## config.mk

```make
export PLATFORM = sky130hd
export DESIGN_NAME = pv_mppt_sense_track_core
export DESIGN_NICKNAME = d
export VERILOG_FILES = /design/src/rtl/pvmst_pkg.sv /design/src/rtl/pvmst_csr.sv /design/src/rtl/pvmst_in_stage.sv /design/src/rtl/pvmst_core.sv /design/src/rtl/pv_mppt_sense_track_core.sv
export VERILOG_INCLUDE_DIRS = /design/src /design/src/rtl
export SDC_FILE = /design/constraint.sdc
export NUM_CORES = 1
export LEC_CHECK = 0
export ABC_AREA = 1
export BUFFER_PORTS_ARGS = -buffer_cell sky130_fd_sc_hd__buf_2
export CAP_MARGIN = 20
export CORE_MARGIN = 2
export CORE_UTILIZATION = 40
export CTS_BUF_LIST = sky130_fd_sc_hd__clkbuf_2
export DETAILED_ROUTE_END_ITERATION = 10
export GPL_TIMING_DRIVEN = 0
export PLACE_DENSITY_LB_ADDON = 0.3
export SYNTH_ARGS = -nofsm -noshare
export SYNTH_HDL_FRONTEND = slang
export SYNTH_SLANG_ARGS = --single-unit
```

## constraint.sdc

```tcl
create_clock -name clock -period 8.14 [get_ports clock]
set_clock_uncertainty 0.05 [all_clocks]
set_input_delay 0.407 -clock clock [delete_from_list [all_inputs] [get_ports clock]]
set_output_delay 0.407 -clock clock [all_outputs]
set_load 0.02 [all_outputs]
```

## src/rtl/pv_mppt_sense_track_core_assert.svh

```systemverilog
// Assertion macros for the PV tracker core.
// Included by the top level; no other dependencies.
`ifndef PV_MPPT_SENSE_TRACK_CORE_ASSERT_SVH
`define PV_MPPT_SENSE_TRACK_CORE_ASSERT_SVH
`ifndef ASSERT_OFF
`define PVMST_ASSERT_SAME(label, clk, rst, ante, cons) \
   label: assert property (@(posedge clk) disable iff (rst) (ante) |-> (cons)) \
      else $error("pvmst assertion failed");
`define PVMST_ASSERT_NEXT(label, clk, rst, ante, cons) \
   label: assert property (@(posedge clk) disable iff (rst) (ante) |=> (cons)) \
      else $error("pvmst assertion failed");
`else
`define PVMST_ASSERT_SAME(label, clk, rst, ante, cons)
`define PVMST_ASSERT_NEXT(label, clk, rst, ante, cons)
`endif
`endif

```

## src/rtl/pvmst_pkg.sv

```systemverilog
// Shared constants, types and register indexes for the PV tracker.
// No dependencies.
`default_nettype none
package pvmst_pkg;
   localparam int SB     = 10;
   localparam int PW     = 2 * SB;
   localparam int CNT_W  = 16;
   localparam int CSR_IW = 3;
   localparam int CSR_DW = 16;
   localparam int REQ_W  = ((4 * SB + 7) / 8) * 8;
   localparam int RSP_W  = ((4 * SB + 7) / 8) * 8;
   localparam int RSP_UW = 3;

   localparam logic [SB-1:0]    ADC_OFFSET_RST   = SB'(512);
   localparam logic [SB-1:0]    CURRENT_TRIP_RST = SB'(130);
   localparam logic [SB-1:0]    DC_LIMIT_RST     = SB'(920);
   localparam logic [SB-1:0]    REF_LIMIT_RST    = SB'(200);
   localparam logic [CNT_W-1:0] DC_PERIOD_RST    = CNT_W'(50);
   localparam logic [CNT_W-1:0] TRACK_PERIOD_RST = CNT_W'(32700);
   localparam logic [SB-1:0]    REF_VALUE_RST    = SB'(80);

   localparam logic [CSR_IW-1:0] CSR_ADC_OFFSET   = CSR_IW'(0);
   localparam logic [CSR_IW-1:0] CSR_CURRENT_TRIP = CSR_IW'(1);
   localparam logic [CSR_IW-1:0] CSR_DC_LIMIT     = CSR_IW'(2);
   localparam logic [CSR_IW-1:0] CSR_REF_LIMIT    = CSR_IW'(3);
   localparam logic [CSR_IW-1:0] CSR_DC_PERIOD    = CSR_IW'(4);
   localparam logic [CSR_IW-1:0] CSR_TRACK_PERIOD = CSR_IW'(5);

   localparam logic ACT_SAMPLE = 1'b0;
   localparam logic ACT_TICK   = 1'b1;

   typedef struct packed {
      logic [SB-1:0]    adc_offset;
      logic [SB-1:0]    current_trip;
      logic [SB-1:0]    dc_link_limit;
      logic [SB-1:0]    reference_limit;
      logic [CNT_W-1:0] dc_check_period;
      logic [CNT_W-1:0] track_period;
   } cfg_type;

   typedef struct packed {
      logic          action;
      logic [SB-1:0] link_a_raw;
      logic [SB-1:0] link_b_raw;
      logic [SB-1:0] pv_volt_raw;
      logic [SB-1:0] pv_curr_raw;
   } item_type;

   typedef struct packed {
      logic [SB-1:0] voltage_reference;
      logic [SB-1:0] pv_volt;
      logic [SB-1:0] pv_curr;
      logic [SB-1:0] link_avg;
      logic          overcurrent_fault;
      logic          overvoltage_fault;
      logic          track_done;
   } result_type;

   typedef struct packed {
      logic advance;
      logic oc_flag;
      logic ov_flag;
   } stat_type;
endpackage
`default_nettype wire

```

## src/rtl/pvmst_csr.sv

```systemverilog
// Configuration register bank of the PV tracker.
// Depends on pvmst_pkg.
`default_nettype none
module pvmst_csr (
   input  wire logic                           clock,
   input  wire logic                           reset,
   input  wire logic                           csr_we,
   input  wire logic [pvmst_pkg::CSR_IW-1:0]   csr_index,
   input  wire logic [pvmst_pkg::CSR_DW-1:0]   csr_wdata,
   output pvmst_pkg::cfg_type                  cfg
);
   pvmst_pkg::cfg_type cfg_ff, cfg_in;

   always_comb begin
      cfg_in = cfg_ff;
      if (csr_we) begin
         case (csr_index)
            pvmst_pkg::CSR_ADC_OFFSET:   cfg_in.adc_offset      = csr_wdata[pvmst_pkg::SB-1:0];
            pvmst_pkg::CSR_CURRENT_TRIP: cfg_in.current_trip    = csr_wdata[pvmst_pkg::SB-1:0];
            pvmst_pkg::CSR_DC_LIMIT:     cfg_in.dc_link_limit   = csr_wdata[pvmst_pkg::SB-1:0];
            pvmst_pkg::CSR_REF_LIMIT:    cfg_in.reference_limit = csr_wdata[pvmst_pkg::SB-1:0];
            pvmst_pkg::CSR_DC_PERIOD:    cfg_in.dc_check_period =
               csr_wdata[pvmst_pkg::CNT_W-1:0];
            pvmst_pkg::CSR_TRACK_PERIOD: cfg_in.track_period    =
               csr_wdata[pvmst_pkg::CNT_W-1:0];
            default: ;
         endcase
      end
   end

   always_ff @(posedge clock) begin
      if (reset) begin
         cfg_ff.adc_offset      <= pvmst_pkg::ADC_OFFSET_RST;
         cfg_ff.current_trip    <= pvmst_pkg::CURRENT_TRIP_RST;
         cfg_ff.dc_link_limit   <= pvmst_pkg::DC_LIMIT_RST;
         cfg_ff.reference_limit <= pvmst_pkg::REF_LIMIT_RST;
         cfg_ff.dc_check_period <= pvmst_pkg::DC_PERIOD_RST;
         cfg_ff.track_period    <= pvmst_pkg::TRACK_PERIOD_RST;
      end else begin
         cfg_ff <= cfg_in;
      end
   end

   assign cfg = cfg_ff;
endmodule
`default_nettype wire

```

## src/rtl/pvmst_in_stage.sv

```systemverilog
// Input word register of the PV tracker; holds one word until the core takes it.
// Depends on pvmst_pkg.
`default_nettype none
module pvmst_in_stage (
   input  wire logic                clock,
   input  wire logic                reset,
   input  wire logic                req_tvalid,
   output      logic                req_tready,
   input  pvmst_pkg::item_type      req_item,
   input  pvmst_pkg::stat_type      stat,
   output      logic                item_valid,
   output pvmst_pkg::item_type      item
);
   logic                valid_ff, valid_in;
   pvmst_pkg::item_type item_ff;

   assign req_tready = !valid_ff || stat.advance;

   always_comb begin
      valid_in = valid_ff;
      if (req_tready) begin
         valid_in = req_tvalid;
      end
   end

   always_ff @(posedge clock) begin
      if (reset) begin
         valid_ff <= 1'b0;
      end else begin
         valid_ff <= valid_in;
      end
   end

   always_ff @(posedge clock) begin
      if (req_tvalid && req_tready) begin
         item_ff <= req_item;
      end
   end

   assign item_valid = valid_ff;
   assign item       = item_ff;
endmodule
`default_nettype wire

```

## src/rtl/pvmst_core.sv

```systemverilog
// Sensing, protection, period counters and tracking step, with the result register.
// Depends on pvmst_pkg.
`default_nettype none
module pvmst_core (
   input  wire logic                clock,
   input  wire logic                reset,
   input  pvmst_pkg::cfg_type       cfg,
   input  wire logic                item_valid,
   input  pvmst_pkg::item_type      item,
   input  wire logic                rsp_tready,
   output      logic                rsp_tvalid,
   output pvmst_pkg::result_type    result,
   output pvmst_pkg::stat_type      stat
);
   localparam int SB    = pvmst_pkg::SB;
   localparam int PW    = pvmst_pkg::PW;
   localparam int CNT_W = pvmst_pkg::CNT_W;

   logic [SB-1:0]    ref_ff, ref_in, volt_ff, volt_in, curr_ff, curr_in;
   logic [SB-1:0]    link_a_ff, link_a_in, link_b_ff, link_b_in, avg_ff, avg_in;
   logic [SB-1:0]    volt_prev_ff, volt_prev_in;
   logic [PW-1:0]    power_ff, power_in, power_prev_ff, power_prev_in;
   logic             primed_ff, primed_in, oc_ff, oc_in, ov_ff, ov_in;
   logic [CNT_W-1:0] dc_cnt_ff, dc_cnt_in, tr_cnt_ff, tr_cnt_in;
   logic             rsp_valid_ff, rsp_valid_in;
   pvmst_pkg::result_type result_ff, result_in;

   logic             advance, done;
   logic [SB-1:0]    volt_s, curr_s;
   logic [PW-1:0]    prod_s;
   logic [SB:0]      link_sum;
   logic [CNT_W:0]   dc_next, tr_next;
   logic signed [SB+1:0] r_s, lim_s;

   assign advance = item_valid && (!rsp_valid_ff || rsp_tready);

   always_comb begin
      volt_s   = (item.pv_volt_raw > cfg.adc_offset) ? item.pv_volt_raw - cfg.adc_offset
                                                     : '0;
      curr_s   = (cfg.adc_offset > item.pv_curr_raw) ? cfg.adc_offset - item.pv_curr_raw
                                                     : '0;
      prod_s   = PW'(volt_s) * PW'(curr_s);
      link_sum = {1'b0, link_a_ff} + {1'b0, link_b_ff};
      dc_next  = {1'b0, dc_cnt_ff} + (CNT_W+1)'(1);
      tr_next  = {1'b0, tr_cnt_ff} + (CNT_W+1)'(1);
      lim_s    = signed'({2'b00, cfg.reference_limit});

      r_s = signed'({2'b00, ref_ff});
      if (power_ff > power_prev_ff) begin
         if (volt_ff > volt_prev_ff) r_s = r_s + (SB+2)'(1);
         if (volt_ff < volt_prev_ff) r_s = r_s - (SB+2)'(1);
      end else if (power_ff < power_prev_ff) begin
         if (volt_ff > volt_prev_ff) r_s = r_s - (SB+2)'(1);
         if (volt_ff < volt_prev_ff) r_s = r_s + (SB+2)'(1);
      end
      if (r_s < 0) r_s = '0;
      if (r_s > lim_s) r_s = lim_s;

      ref_in        = ref_ff;
      volt_in       = volt_ff;
      curr_in       = curr_ff;
      link_a_in     = link_a_ff;
      link_b_in     = link_b_ff;
      avg_in        = avg_ff;
      volt_prev_in  = volt_prev_ff;
      power_in      = power_ff;
      power_prev_in = power_prev_ff;
      primed_in     = primed_ff;
      oc_in         = oc_ff;
      ov_in         = ov_ff;
      dc_cnt_in     = dc_cnt_ff;
      tr_cnt_in     = tr_cnt_ff;
      done          = 1'b0;

      if (advance) begin
         if (item.action == pvmst_pkg::ACT_SAMPLE) begin
            link_a_in = item.link_a_raw;
            link_b_in = item.link_b_raw;
            volt_in   = volt_s;
            curr_in   = curr_s;
            power_in  = prod_s;
            if (curr_s >= cfg.current_trip) oc_in = 1'b1;
            if (!primed_ff) begin
               power_prev_in = prod_s;
               volt_prev_in  = volt_s;
               primed_in     = 1'b1;
            end
         end else begin
            dc_cnt_in = dc_next[CNT_W-1:0];
            tr_cnt_in = tr_next[CNT_W-1:0];
            if (dc_next >= {1'b0, cfg.dc_check_period}) begin
               avg_in    = link_sum[SB:1];
               if (link_sum[SB:1] >= cfg.dc_link_limit) ov_in = 1'b1;
               dc_cnt_in = '0;
            end
            if (tr_next >= {1'b0, cfg.track_period}) begin
               ref_in        = r_s[SB-1:0];
               power_prev_in = power_ff;
               volt_prev_in  = volt_ff;
               tr_cnt_in     = '0;
               done          = 1'b1;
            end
         end
      end

      result_in.voltage_reference = ref_in;
      result_in.pv_volt           = volt_in;
      result_in.pv_curr           = curr_in;
      result_in.link_avg          = avg_in;
      result_in.overcurrent_fault = oc_in;
      result_in.overvoltage_fault = ov_in;
      result_in.track_done        = done;

      rsp_valid_in = rsp_valid_ff;
      if (advance) begin
         rsp_valid_in = 1'b1;
      end else if (rsp_tready) begin
         rsp_valid_in = 1'b0;
      end
   end

   always_ff @(posedge clock) begin
      if (reset) begin
         ref_ff        <= pvmst_pkg::REF_VALUE_RST;
         volt_ff       <= '0;
         curr_ff       <= '0;
         link_a_ff     <= '0;
         link_b_ff     <= '0;
         avg_ff        <= '0;
         volt_prev_ff  <= '0;
         power_ff      <= '0;
         power_prev_ff <= '0;
         primed_ff     <= 1'b0;
         oc_ff         <= 1'b0;
         ov_ff         <= 1'b0;
         dc_cnt_ff     <= '0;
         tr_cnt_ff     <= '0;
         rsp_valid_ff  <= 1'b0;
      end else begin
         ref_ff        <= ref_in;
         volt_ff       <= volt_in;
         curr_ff       <= curr_in;
         link_a_ff     <= link_a_in;
         link_b_ff     <= link_b_in;
         avg_ff        <= avg_in;
         volt_prev_ff  <= volt_prev_in;
         power_ff      <= power_in;
         power_prev_ff <= power_prev_in;
         primed_ff     <= primed_in;
         oc_ff         <= oc_in;
         ov_ff         <= ov_in;
         dc_cnt_ff     <= dc_cnt_in;
         tr_cnt_ff     <= tr_cnt_in;
         rsp_valid_ff  <= rsp_valid_in;
      end
   end

   always_ff @(posedge clock) begin
      if (advance) begin
         result_ff <= result_in;
      end
   end

   assign rsp_tvalid   = rsp_valid_ff;
   assign result       = result_ff;
   assign stat.advance = advance;
   assign stat.oc_flag = oc_ff;
   assign stat.ov_flag = ov_ff;
endmodule
`default_nettype wire

```

## src/rtl/pv_mppt_sense_track_core.sv

```systemverilog
// Path: an accepted req word is held in the input register, then written to
// the result register, which offers the rsp word; rsp back-pressure stalls it.
// Throughput: one word per cycle while rsp is not back-pressured; the tracker
// state updates as the word leaves the input register, so each word sees all
// earlier ones. Reset (synchronous, active high) restores register defaults,
// reference 80, clears faults, counters and both word registers' valid flags.
`default_nettype none
`include "pv_mppt_sense_track_core_assert.svh"
module pv_mppt_sense_track_core (
   input  wire logic                              clock,
   input  wire logic                              reset,
   input  wire logic                              req_tvalid,
   output      logic                              req_tready,
   // link_a_raw, link_b_raw, pv_volt_raw, pv_curr_raw
   input  wire logic [pvmst_pkg::REQ_W-1:0]       req_tdata,
   // action
   input  wire logic                              req_tuser,
   output      logic                              rsp_tvalid,
   input  wire logic                              rsp_tready,
   // voltage_reference, pv_volt, pv_curr, link_avg
   output      logic [pvmst_pkg::RSP_W-1:0]       rsp_tdata,
   // overcurrent_fault, overvoltage_fault, track_done
   output      logic [pvmst_pkg::RSP_UW-1:0]      rsp_tuser,
   input  wire logic                              csr_we,
   input  wire logic [pvmst_pkg::CSR_IW-1:0]      csr_index,
   input  wire logic [pvmst_pkg::CSR_DW-1:0]      csr_wdata
);
   localparam int SB = pvmst_pkg::SB;

   pvmst_pkg::cfg_type    cfg;
   pvmst_pkg::item_type   req_item, item;
   pvmst_pkg::result_type result;
   pvmst_pkg::stat_type   stat;
   logic                  item_valid;

   assign req_item.action      = req_tuser;
   assign req_item.link_a_raw  = req_tdata[SB-1:0];
   assign req_item.link_b_raw  = req_tdata[2*SB-1:SB];
   assign req_item.pv_volt_raw = req_tdata[3*SB-1:2*SB];
   assign req_item.pv_curr_raw = req_tdata[4*SB-1:3*SB];

   pvmst_csr u_csr (
      .clock     (clock),
      .reset     (reset),
      .csr_we    (csr_we),
      .csr_index (csr_index),
      .csr_wdata (csr_wdata),
      .cfg       (cfg)
   );

   pvmst_in_stage u_in (
      .clock      (clock),
      .reset      (reset),
      .req_tvalid (req_tvalid),
      .req_tready (req_tready),
      .req_item   (req_item),
      .stat       (stat),
      .item_valid (item_valid),
      .item       (item)
   );

   pvmst_core u_core (
      .clock      (clock),
      .reset      (reset),
      .cfg        (cfg),
      .item_valid (item_valid),
      .item       (item),
      .rsp_tready (rsp_tready),
      .rsp_tvalid (rsp_tvalid),
      .result     (result),
      .stat       (stat)
   );

   assign rsp_tdata = pvmst_pkg::RSP_W'({result.link_avg, result.pv_curr, result.pv_volt,
                                         result.voltage_reference});
   assign rsp_tuser = {result.track_done, result.overvoltage_fault,
                       result.overcurrent_fault};

   `PVMST_ASSERT_NEXT(a_oc_sticky, clock, reset, stat.oc_flag, stat.oc_flag)
   `PVMST_ASSERT_NEXT(a_ov_sticky, clock, reset, stat.ov_flag, stat.ov_flag)
   `PVMST_ASSERT_NEXT(a_adv_rsp, clock, reset, stat.advance, rsp_tvalid)
   `PVMST_ASSERT_SAME(a_adv_src, clock, reset, stat.advance, item_valid)
endmodule
`default_nettype wire
```

# Word level (Yosys, flattened, before mapping)
# Index checks and enable logic that the tools add are counted.
# word_totals
regBits	303
input_bits	65
out_inout_bits	45
word_cells	122
# classes
addsub	9
multipliers	1
n_lt_le_gt_ge	12
n_eq_ne	7
mux	41
n_bitwise	1
n_reduce_logical	17
# op_table
op	count
10-bit 2-to-1 mux	16
12-bit 2-to-1 mux	10
20-bit 2-to-1 mux	3
16-bit by 1-bit adder with 17-bit output, second input constant	2
17-bit by 16-bit >= comparator with 1-bit output	2
16-bit 2-to-1 mux	2
10-bit greater-than comparator	3
10-bit >= comparator	2
20-bit greater-than comparator	1
20-bit < comparator	1
10-bit by 10-bit multiplier with 20-bit output	1
10-bit subtractor	2
2-bit AND reduction	8
12-bit by 2-bit adder with 12-bit output, second input constant	1
12-bit by 11-bit greater-than comparator with 1-bit output	1
12-bit by 1-bit < comparator with 1-bit output, second input constant	1
12-bit by 2-bit subtractor with 12-bit output, second input constant	1
10-bit by 1-bit adder with 11-bit output, second input constant	1
10-bit by 10-bit adder with 11-bit output	1
10-bit by 1-bit subtractor with 11-bit output, second input constant	1
10-bit < comparator	1
1-bit 2-to-1 mux	10
3-bit by 2-bit equality test with 1-bit output, second input constant	2
3-bit equality test, second input constant	2
other kinds (10)	13

# Longest topological paths before layout
# Gate-level depths: netlist (run 1).
# depth
word_depth	15
ltp_mapped	44
ltp_nobuf	44

# Modules after synthesis
# Synthesis (run 1) repeated with hierarchy kept, for this count alone.
# hier_totals
hier_cells	2762
hier_area_um2	20519.7
# modules_own_cells
module	n_inst	cells_each	area_each_um2	seq_area_each_um2
pvmst_core	1	2324	16469.5	4214.0
pvmst_csr	1	391	2771.4	1441.4
pvmst_in_stage	1	47	1278.7	1251.2

# Worst setup path before layout (run 1)
# OpenSTA, ideal clock, no wires.
# synth_path
path_type	reg2reg
start	register u_csr.cfg_ff, in the netlist u_csr.cfg[62]
end	register u_core.power_prev_ff[14]
setup_time_ns	0.074
arrival_time_ns	6.653
t_required_ns	8.016
path_slack_ns	1.363
stages_incl_launch_ff	34
path_buffers	1
synth_period_minus_slack_ns	6.777
path_cell_list	dfxtp_1 inv_1 ha_1 inv_1 fa_1 nand2_1 nand2_1 a21oi_1 nor3_1 a211oi_1 nor2_1 nor2_1 o21bai_1 nand2_1 inv_1 nand3_1 clkbuf_1 nor2_1 fa_1 inv_1 fa_1 fa_1 fa_1 inv_1 fa_1 ha_1 a21oi_1 inv_1 a31oi_1 o21ai_1 a21boi_0 xor2_1 or2_2 a31oi_1
# synth_via
elab_chain_cells	5
word_cells_on_any_way	9
classes_between	2 x add/sub; 1 x mul; 2 x order compare; 4 x mux
# synth_rtl
item	line	rtl
from (decl)	pvmst_csr.sv:12	pvmst_pkg::cfg_type cfg_ff, cfg_in;
from (signal assigned)	pvmst_csr.sv:40	cfg_ff <= cfg_in;
10-bit subtractor (tied with other cells)	pvmst_core.sv:38	volt_s = (item.pv_volt_raw > cfg.adc_offset) ? item.pv_volt_raw - cfg.adc_offset
10-bit 2-to-1 mux, on equally long branches	pvmst_core.sv:38, pvmst_core.sv:40	
10-bit by 10-bit multiplier with 20-bit output *	pvmst_core.sv:42	prod_s = PW'(volt_s) * PW'(curr_s);
20-bit 2-to-1 mux *	pvmst_core.sv:83	if (!primed_ff) begin
20-bit 2-to-1 mux *	pvmst_core.sv:76	if (item.action == pvmst_pkg::ACT_SAMPLE) begin
to (signal assigned)	pvmst_core.sv:148	power_prev_ff <= power_prev_in;
to (decl)	pvmst_core.sv:22	logic [PW-1:0] power_ff, power_in, power_prev_ff, power_prev_in;
# Mark *: on every way between the ends. The rest lies on a longest branch, timed or not. The select of a mux whose other input is x is not followed.
# A chain may end at the register's enable or synchronous reset.

# Worst setup path after layout (run 1)
# layout_path
start	register u_csr.cfg_ff, in the netlist u_csr.cfg[62]
end	register u_core.power_prev_ff[16]
# The elaborated chain is that of the path after synthesis.

==> metrics.md, run 1 <==
| Metric | Value |
|---|---|
| CTS buffer count | `84` |
| Delay-heaviest family, CP | `adder cells` |
| Worst setup margin | `between 0.5 and 0.6 ns` |
| Crit path top cell by count | `inv_1` |
| Fraction of layout instances using a drive strength above 1 | `between 10% and 20%` |
| Worst EP required | `9.02 ns` |
| Clock Sink Count | `303` |
| Crit Path Class | `flop to flop` |
| Most common cell after layout, fill and taps aside | `nand2_1` |
| Number of top-level pins | `110` |
| Starting Density | `a little over 40%` |
| WP depth | `35` |
| Antenna violations before repair | `1` |
| Crit Reg-Reg Startpoint | `u_csr.cfg[62]$_SDFFE_PP0P_` |
| Max clock buf depth | `3` |
| Hold crit path type | `input pin to flop` |
| DP Cell Count | `approximately 3300` |
| Final non-filler cell total | `roughly 3600` |
| Peak VDD IR | `roughly 0.11 mV` |
| Max_cap viols | `0` |
| Num rows | `81` |
| Wire length per cell | `~17 µm` |
| Clock transition at path regs | `approximately 0.10 ns` |
| Post-DR vias/cell | `a little over 5` |
| Die area | `about 52000 µm²` |
| Area grow syn2layout | `16.68%` |
| Final setup violation count | `0` |
| Post-Synth Adder-Cell Area | `17.96%` |
| Post-synthesis sequential area ratio | `approximately a third` |
| Crit path buffers/inverters | `7` |
| Hold Crit Start | `req_tdata[30]` |
| Finished Core Util | `a little under half` |
| Final hold slack | `between 0.09 and 0.1 ns` |
| Post-synthesis instance total | `approximately 2500` |
| Synthesized area | `19930 µm²` |
| Hold-critical path depth | `2` |
| CTS tree | `done` |
| Crit Path Max Fanout | `7` |
| # nets final | `3145` |
| Routed WL | `between 50000 and 60000 µm` |
| Post-synth EDFFs | `84` |
| Vias in the first global route | `18080` |
| Largest net degree at the start of global routing | `42` |
| Crit path arrival time | `8.47 ns` |
| Setup slack at placement | `about 0.37 ns` |
| Synthesized area per cell | `about 8 µm²` |
| Status | `completed` |
| Xor and xnor area share after synthesis | `between 2 and 3%` |
| Synth Warn # | `0` |
| RD Place Congestion | `about 0.9` |
| Root buffer cell | `clkbuf_2` |
| Die height | `between 200 and 250 µm` |
| DRC | `0` |
| Fin crit period | `7.595 ns` |
| Slowest-stage cell, CP | `fa_1` |
| R2R depth | `35` |
| Worst setup EP type | `flop` |
| Post-synthesis mux area share | `0%` |
| Static leakage | `roughly 11 nW` |
| Main combinational cell family by area after synthesis | `simple AND/OR/NAND/NOR gates` |
| Flop and latch count out of synthesis | `around 300` |
| Initial DRC Count | `approximately 1100` |
| RSZ-0062 raised after global routing | `false` |
| Asr flop ratio synth | `0%` |
| Post-DRT Antenna Nets | `0` |
| Max incr delay on CP | `around 0.54 ns` |
| First drt pass iteration count | `6` |
| Most frequent cells in the layout | `nand2_1 (487), inv_1 (401), nor2_1 (228)` |
| Via count | `18104` |
| Yosys cell types | `between 50 and 60` |
| Mapped Nets | `about 2900` |
| Least-Margin Pin Slew | `between 1 and 1.5 ns` |
| CTS H-tree lvls | `3` |
| Remaining Overflow, GRT | `0` |
| Core Box Area | `roughly 50000 µm²` |
| Prevailing post-synth register cell | `dfxtp_1` |
| Final-report hold violation count | `0` |
| Final Max Tran Viols | `0` |
| Startpoint types | `flop` |
| Cell Pwr Density | `~180 nW/µm²` |
| Relative slew slack | `33.26%` |
| Detail Placement HPWL | `43560 µm` |
| Origin of the worst setup path | `u_csr.cfg[62]$_SDFFE_PP0P_` |
| Worst-Skew Late Latency | `slightly above 1 ns` |
| Die span in x | `about 230 µm` |
| GRT Util Overall | `between 20% and 30%` |
| Global-route wire length before repair | `approximately 93000 µm` |
| Synth Area in Compound Gates | `between 10% and 20%` |
| PortBufs | `between 100 and 150` |
| Simple-Gate Fraction of Synth Area | `a little over a fifth` |
| Maximum clock frequency | `about 130 MHz` |
| Crit share post-route | `93.31%` |
-- state kept, by name, indices dropped and copies added, names as in the netlist, 16 cells and up --
signal / cells
u_csr.cfg: 72
u_core.result: 43
u_in.item: 41
u_core.power_ff: 20
u_core.power_prev_ff: 20
u_core.dc_cnt_ff: 16
u_core.tr_cnt_ff: 16
-- Yosys cell counts, types with 43 or more instances --
cell type,n,area [µm²]
ha_1,182,2277
nand3_1,83,415.4
nand2_1,488,1832
o211ai_1,43,322.8
edfxtp_1,84,2522
nor2_1,231,867.1
fa_1,65,1301
clkbuf_1,63,236.5
xor2_1,54,473.0
dfxtp_1,219,4384
inv_1,406,1524
a21oi_1,182,910.9
o21ai_0,157,785.8
-- report_power, final --
group	switching [W]	internal [W]	total, W
Clock	0.000702	0.000583	0.00129
Sequential	0.0000259	0.00161	0.00163
Combinational	0.000840	0.000438	0.00128
Total	0.00157	0.00263	0.00420
-- path summary, 6_finish.rpt --
check	slack, ns	to
worst min register to register	0.36	u_core.link_b_ff[7]$_SDFFE_PP0P_
worst min-delay path	0.1	u_in.item[0]$_DFFE_PP_
worst max-delay path	0.54	u_core.power_prev_ff[16]$_SDFFE_PP0P_
worst max register to register	0.54	u_core.power_prev_ff[16]$_SDFFE_PP0P_
-- what timing repair did --
action / 4_1_cts / 5_1_grt
endpoints found under the setup margin: 0 / 9
hold endpoints to repair: 121 / 0
gates resized for setup: 0 / 11
hold buffers: 101 / 0
setup buffers: 0 / 1
-- layer usage --
layer	vias to the layer above	share of wire (%)	GRT usage [%]
li1	8888	-	-
met1	8573	44	29.08
met2	525	47	38.66
met3	118	5.8	4.350
met4	0	3.5	9.888
met5	-	0	0
-- cell type report --
cell class,instances,area [µm²]
repair buffers,211,1579
well taps,664,830.8
multi-input cells,1739,11100
inverters,414,1558
clock inverters,26,251.5
clock buffers,128,640.6
diodes,1,2.502
flip-flops and latches,303,6907
plain buffers,80,384.1
fillers,4881,25800
-- cells by family (layout without fill, tap and decap cells) --
logic type,count (synthesis),count (layout)
other cells,0,1
fa+ha+maj,247,247
simple gates,959,959
xor+xnor,63,63
buf+inv,498,859
compound gates,470,470
flops,303,303
-- through the flow --
step	setup TNS (ns)	area (µm²)	total power, W
2_1_floorplan	0	19930	0.002536
3_3_place_gp	-0.2965	21300	0.002869
3_5_place_dp	0	21320	0.002891
4_1_cts	0	23230	0.004220
5_1_grt	0	23250	0.004480
6_report	0	23250	0.004198
(Power assumes the default switching activity.)
==> run 2: changes to the inputs <==
--- a/config.mk
+++ b/config.mk
@@ -13,7 +13,7 @@
 export CORE_UTILIZATION = 40
 export CTS_BUF_LIST = sky130_fd_sc_hd__clkbuf_2
 export DETAILED_ROUTE_END_ITERATION = 10
-export GPL_TIMING_DRIVEN = 0
+export GPL_TIMING_DRIVEN = 1
 export PLACE_DENSITY_LB_ADDON = 0.3
 export SYNTH_ARGS = -nofsm -noshare
 export SYNTH_HDL_FRONTEND = slang
==> metrics.md, run 2 (synthesis gave the netlist of run 1 again) <==
| Metric | Value |
|---|---|
| Status | `completed` |
| # nets final | `3110 (-1.1%)` |
| Least-Margin Pin Slew | `1.098 ns (+0.09722 ns)` |
| Worst-Skew Late Latency | `1.10 ns (+0.08 ns)` |
| Post-DRT Antenna Nets | `0 (unchanged)` |
| CTS H-tree lvls | `3 (unchanged)` |
| Sum Neg Setup Slack | `0 ns (unchanged)` |
| Routed WL | `54450 µm (-7.8%)` |
| Crit Reg-Reg Startpoint | `u_in.item[10]$_DFFE_PP_` |
| Worst EP required | `9.01 ns (about the same)` |
| DRC | `0 (unchanged)` |
| Relative slew slack | `26.70% (-6.6 points)` |
| Seq pwr share | `40.9% (+2.0 points)` |
| Crit Path Max Fanout | `7 (unchanged)` |
| Most common cell after layout, fill and taps aside | `nand2_1` |
| Static leakage | `11.09 nW (-0.52%)` |
| Worst setup margin | `0.7733 ns (+0.2284 ns)` |
| Worst setup EP type | `flop` |
| # fillers | `4829 (-1.1%)` |
| Most frequent cells in the layout | `nand2_1 (488), inv_1 (403), nor2_1 (230)` |
| Detail Placement HPWL | `38460 µm (-12%)` |
| Root buffer cell | `clkbuf_2` |
| Post-DR vias/cell | `4.986 (-1.8%)` |
| GR Util met2 | `35.42% (-3.2 points)` |
| Psw | `0.001503 W (-4.2%)` |
| CTS tree | `done` |
| Num rows | `81 (unchanged)` |
| Die height | `227.2 µm (unchanged)` |
| Worst hold endpoint | `u_csr.cfg[29]$_SDFFE_PP0P_` |
| Internal power | `0.002489 W (-5.3%)` |
| Die span in x | `227.2 µm (unchanged)` |
| Max incr delay on CP | `0.54 ns (about the same)` |
| Hold-critical path depth | `4 (+2)` |
| Finished Core Util | `47.23% (-0.17 points)` |
| RD Place Congestion | `0.9318 (+0.86%)` |
| R2R Path End | `u_core.power_ff[17]$_SDFFE_PP0P_` |
| Vias in the first global route | `17427 (-3.6%)` |
| Crit path arrival time | `8.24 ns (-0.23 ns)` |
| Maximum clock frequency | `135.7 MHz (+3.1%)` |
| RSZ-0062 raised after global routing | `false` |
| Number of top-level pins | `110 (unchanged)` |
| Met1 Usage GRT | `27.77% (-1.3 points)` |
| Busiest grt layer | `met2` |
| Global-route wire length before repair | `87640 µm (-5.4%)` |
| Remaining Overflow, GRT | `0 (unchanged)` |
| Crit Path Class | `flop to flop` |
| Via count | `17609 (-2.7%)` |
| Startpoint types | `flop` |
| Final hold slack | `0.1266 ns (+0.02772 ns)` |
| Grt met3 use | `3.717% (-0.63 points)` |
| Starting Density | `40.62% (unchanged)` |
| Reg2reg setup slack | `0.77 ns (+0.23 ns)` |
| Fraction of layout instances using a drive strength above 1 | `12.50% (-0.64 points)` |
| R2R depth | `42 (+20%)` |
| PortBufs | `109 (+0.93%)` |
| Initial DRC Count | `1071 (-5.1%)` |
| Die area | `51620 µm² (unchanged)` |
| GRT Util Overall | `21.40% (-1.7 points)` |
| Core Box Area | `49050 µm² (unchanged)` |
| Comb power frac | `30.4% (about the same)` |
| Antenna violations before repair | `2 (+1)` |
| Clk pwr share | `28.7% (-1.9 points)` |
| First drt pass iteration count | `6 (unchanged)` |
| Sw frac | `37.65% (+0.28 points)` |
| Register area | `6907 µm² (unchanged)` |
| Wire length per cell | `15.42 µm (-6.9%)` |
| Final-report hold violation count | `0 (unchanged)` |
| Setup slack at placement | `0.7375 ns (+0.3681 ns)` |
| Clock transition at path regs | `0.10 ns (about the same)` |
| Crit share post-route | `90.50% (-2.8 points)` |
| Area grow syn2layout | `16.27%` |
| Final Max Tran Viols | `0 (unchanged)` |
| Area used by multi-input combinational logic | `11080 µm² (-0.17%)` |
| Largest net degree at the start of global routing | `90 (+110%)` |
| CTS buffer count | `84 (unchanged)` |
| Max_cap viols | `0 (unchanged)` |
| Hold crit path type | `input pin to flop` |
| Hold Crit Start | `csr_wdata[13]` |
| Clock Sink Count | `303 (unchanged)` |
| Cell Pwr Density | `172.3 nW/µm² (-4.6%)` |
| Final setup violation count | `0 (unchanged)` |
| Max clock buf depth | `3 (unchanged)` |
| Peak VDD IR | `0.1050 mV (-7.0%)` |
| Largest register FFs | `72 (unchanged)` |
| Slowest-stage cell, CP | `fa_1` |
| Fin crit period | `7.367 ns (-0.2284 ns)` |
==> run 2: cell types whose count changed in the layout (fill, tap and decap cells not counted), sizes merged <==
cell and change:
dlygate4sd3 +39, clkinv +4, buf -15, bufinv -4
clkinvlp -2, diode +2, clkbuf -58
==> run 2: metrics by stage <==
| step | std cells | instance area (µm²) | power [W] |
|---|---|---|---|
| global route | 3531 | 23170 | 0.004274 |
| detailed placement | 3236 | 20970 | 0.002823 |
| CTS | 3529 | 23160 | 0.004033 |
| global placement | 3236 | 20970 | 0.002802 |
| floorplan | 2540 | 19930 | 0.002536 |
| finish | 3532 | 23170 | 0.003991 |
==> run 2: power groups by stage <==
stage | Sequential (W) | Combinational [W] | Clock, W
finish | 0.00163 | 0.00121 | 0.00115
global route | 0.00164 | 0.00137 | 0.00126
CTS | 0.00163 | 0.00121 | 0.00119
detailed placement | 0.00167 | 0.00116 | 0
global placement | 0.00167 | 0.00114 | 0
floorplan | 0.00167 | 0.000862 | 0
==> run 2: cell type report <==
| cell class | instances | area share (%) |
|---|---|---|
| Multi-Input combinational cell | 1739 | 47.82 |
| Clock buffer | 129 | 2.787 |
| Inverter | 414 | 6.713 |
| Tap cell | 664 | 3.586 |
| Sequential cell | 303 | 29.81 |
| Timing Repair Buffer | 256 | 8.630 |
| Antenna cell | 3 | 0.03240 |
| Clock inverter | 24 | 0.6211 |
==> run 2: worst max-delay path by stage <==
| stage | from | endpoint | slack [ns] | cells past startpoint |
|---|---|---|---|---|
| finish | u_in.item[10]$_DFFE_PP_ | u_core.power_ff[17]$_SDFFE_PP0P_ | 0.77 | 42 |
| detailed placement | u_in.item[10]$_DFFE_PP_ | u_core.power_prev_ff[14]$_SDFFE_PP0P_ | 0.74 | 34 |
| global route | u_in.item[10]$_DFFE_PP_ | u_core.power_ff[17]$_SDFFE_PP0P_ | 0.03 | 42 |
| global placement | u_in.item[10]$_DFFE_PP_ | u_core.power_prev_ff[14]$_SDFFE_PP0P_ | 0.95 | 34 |
| floorplan | u_csr.cfg[62]$_SDFFE_PP0P_ | u_core.power_prev_ff[14]$_SDFFE_PP0P_ | 1.36 | 33 |
| CTS | u_in.item[10]$_DFFE_PP_ | u_core.power_prev_ff[16]$_SDFFE_PP0P_ | 0.62 | 35 |
==> run 2: worst max-delay path: cells and delay by family (launching register included) <==
family | cells | cell delay [ns]
adders and majority gates | 8 | 3.26
and+or+nand+nor | 16 | 1.72
buffers and inverters | 12 | 1.06
AOI/OAI and AO/OA | 6 | 0.77
DFF | 1 | 0.34
==> run 2: repair_timing <==
item                                    4_1_cts  5_1_grt
hold buffers                                140        0
setup buffers                                 0        0
endpoints found under the setup margin        0        3
hold endpoints to repair                    171        0
resized for setup                             0        1
==> run 2: routing by layer <==
metal  routed length (µm)  part of all wire (%)  up-vias
met4                 1705                   3.1        0
met5                    0                     0        -
met2                25180                    46      482
met1                24690                    45     8215
li1                     -                     -     8800
met3                 2884                   5.3      112
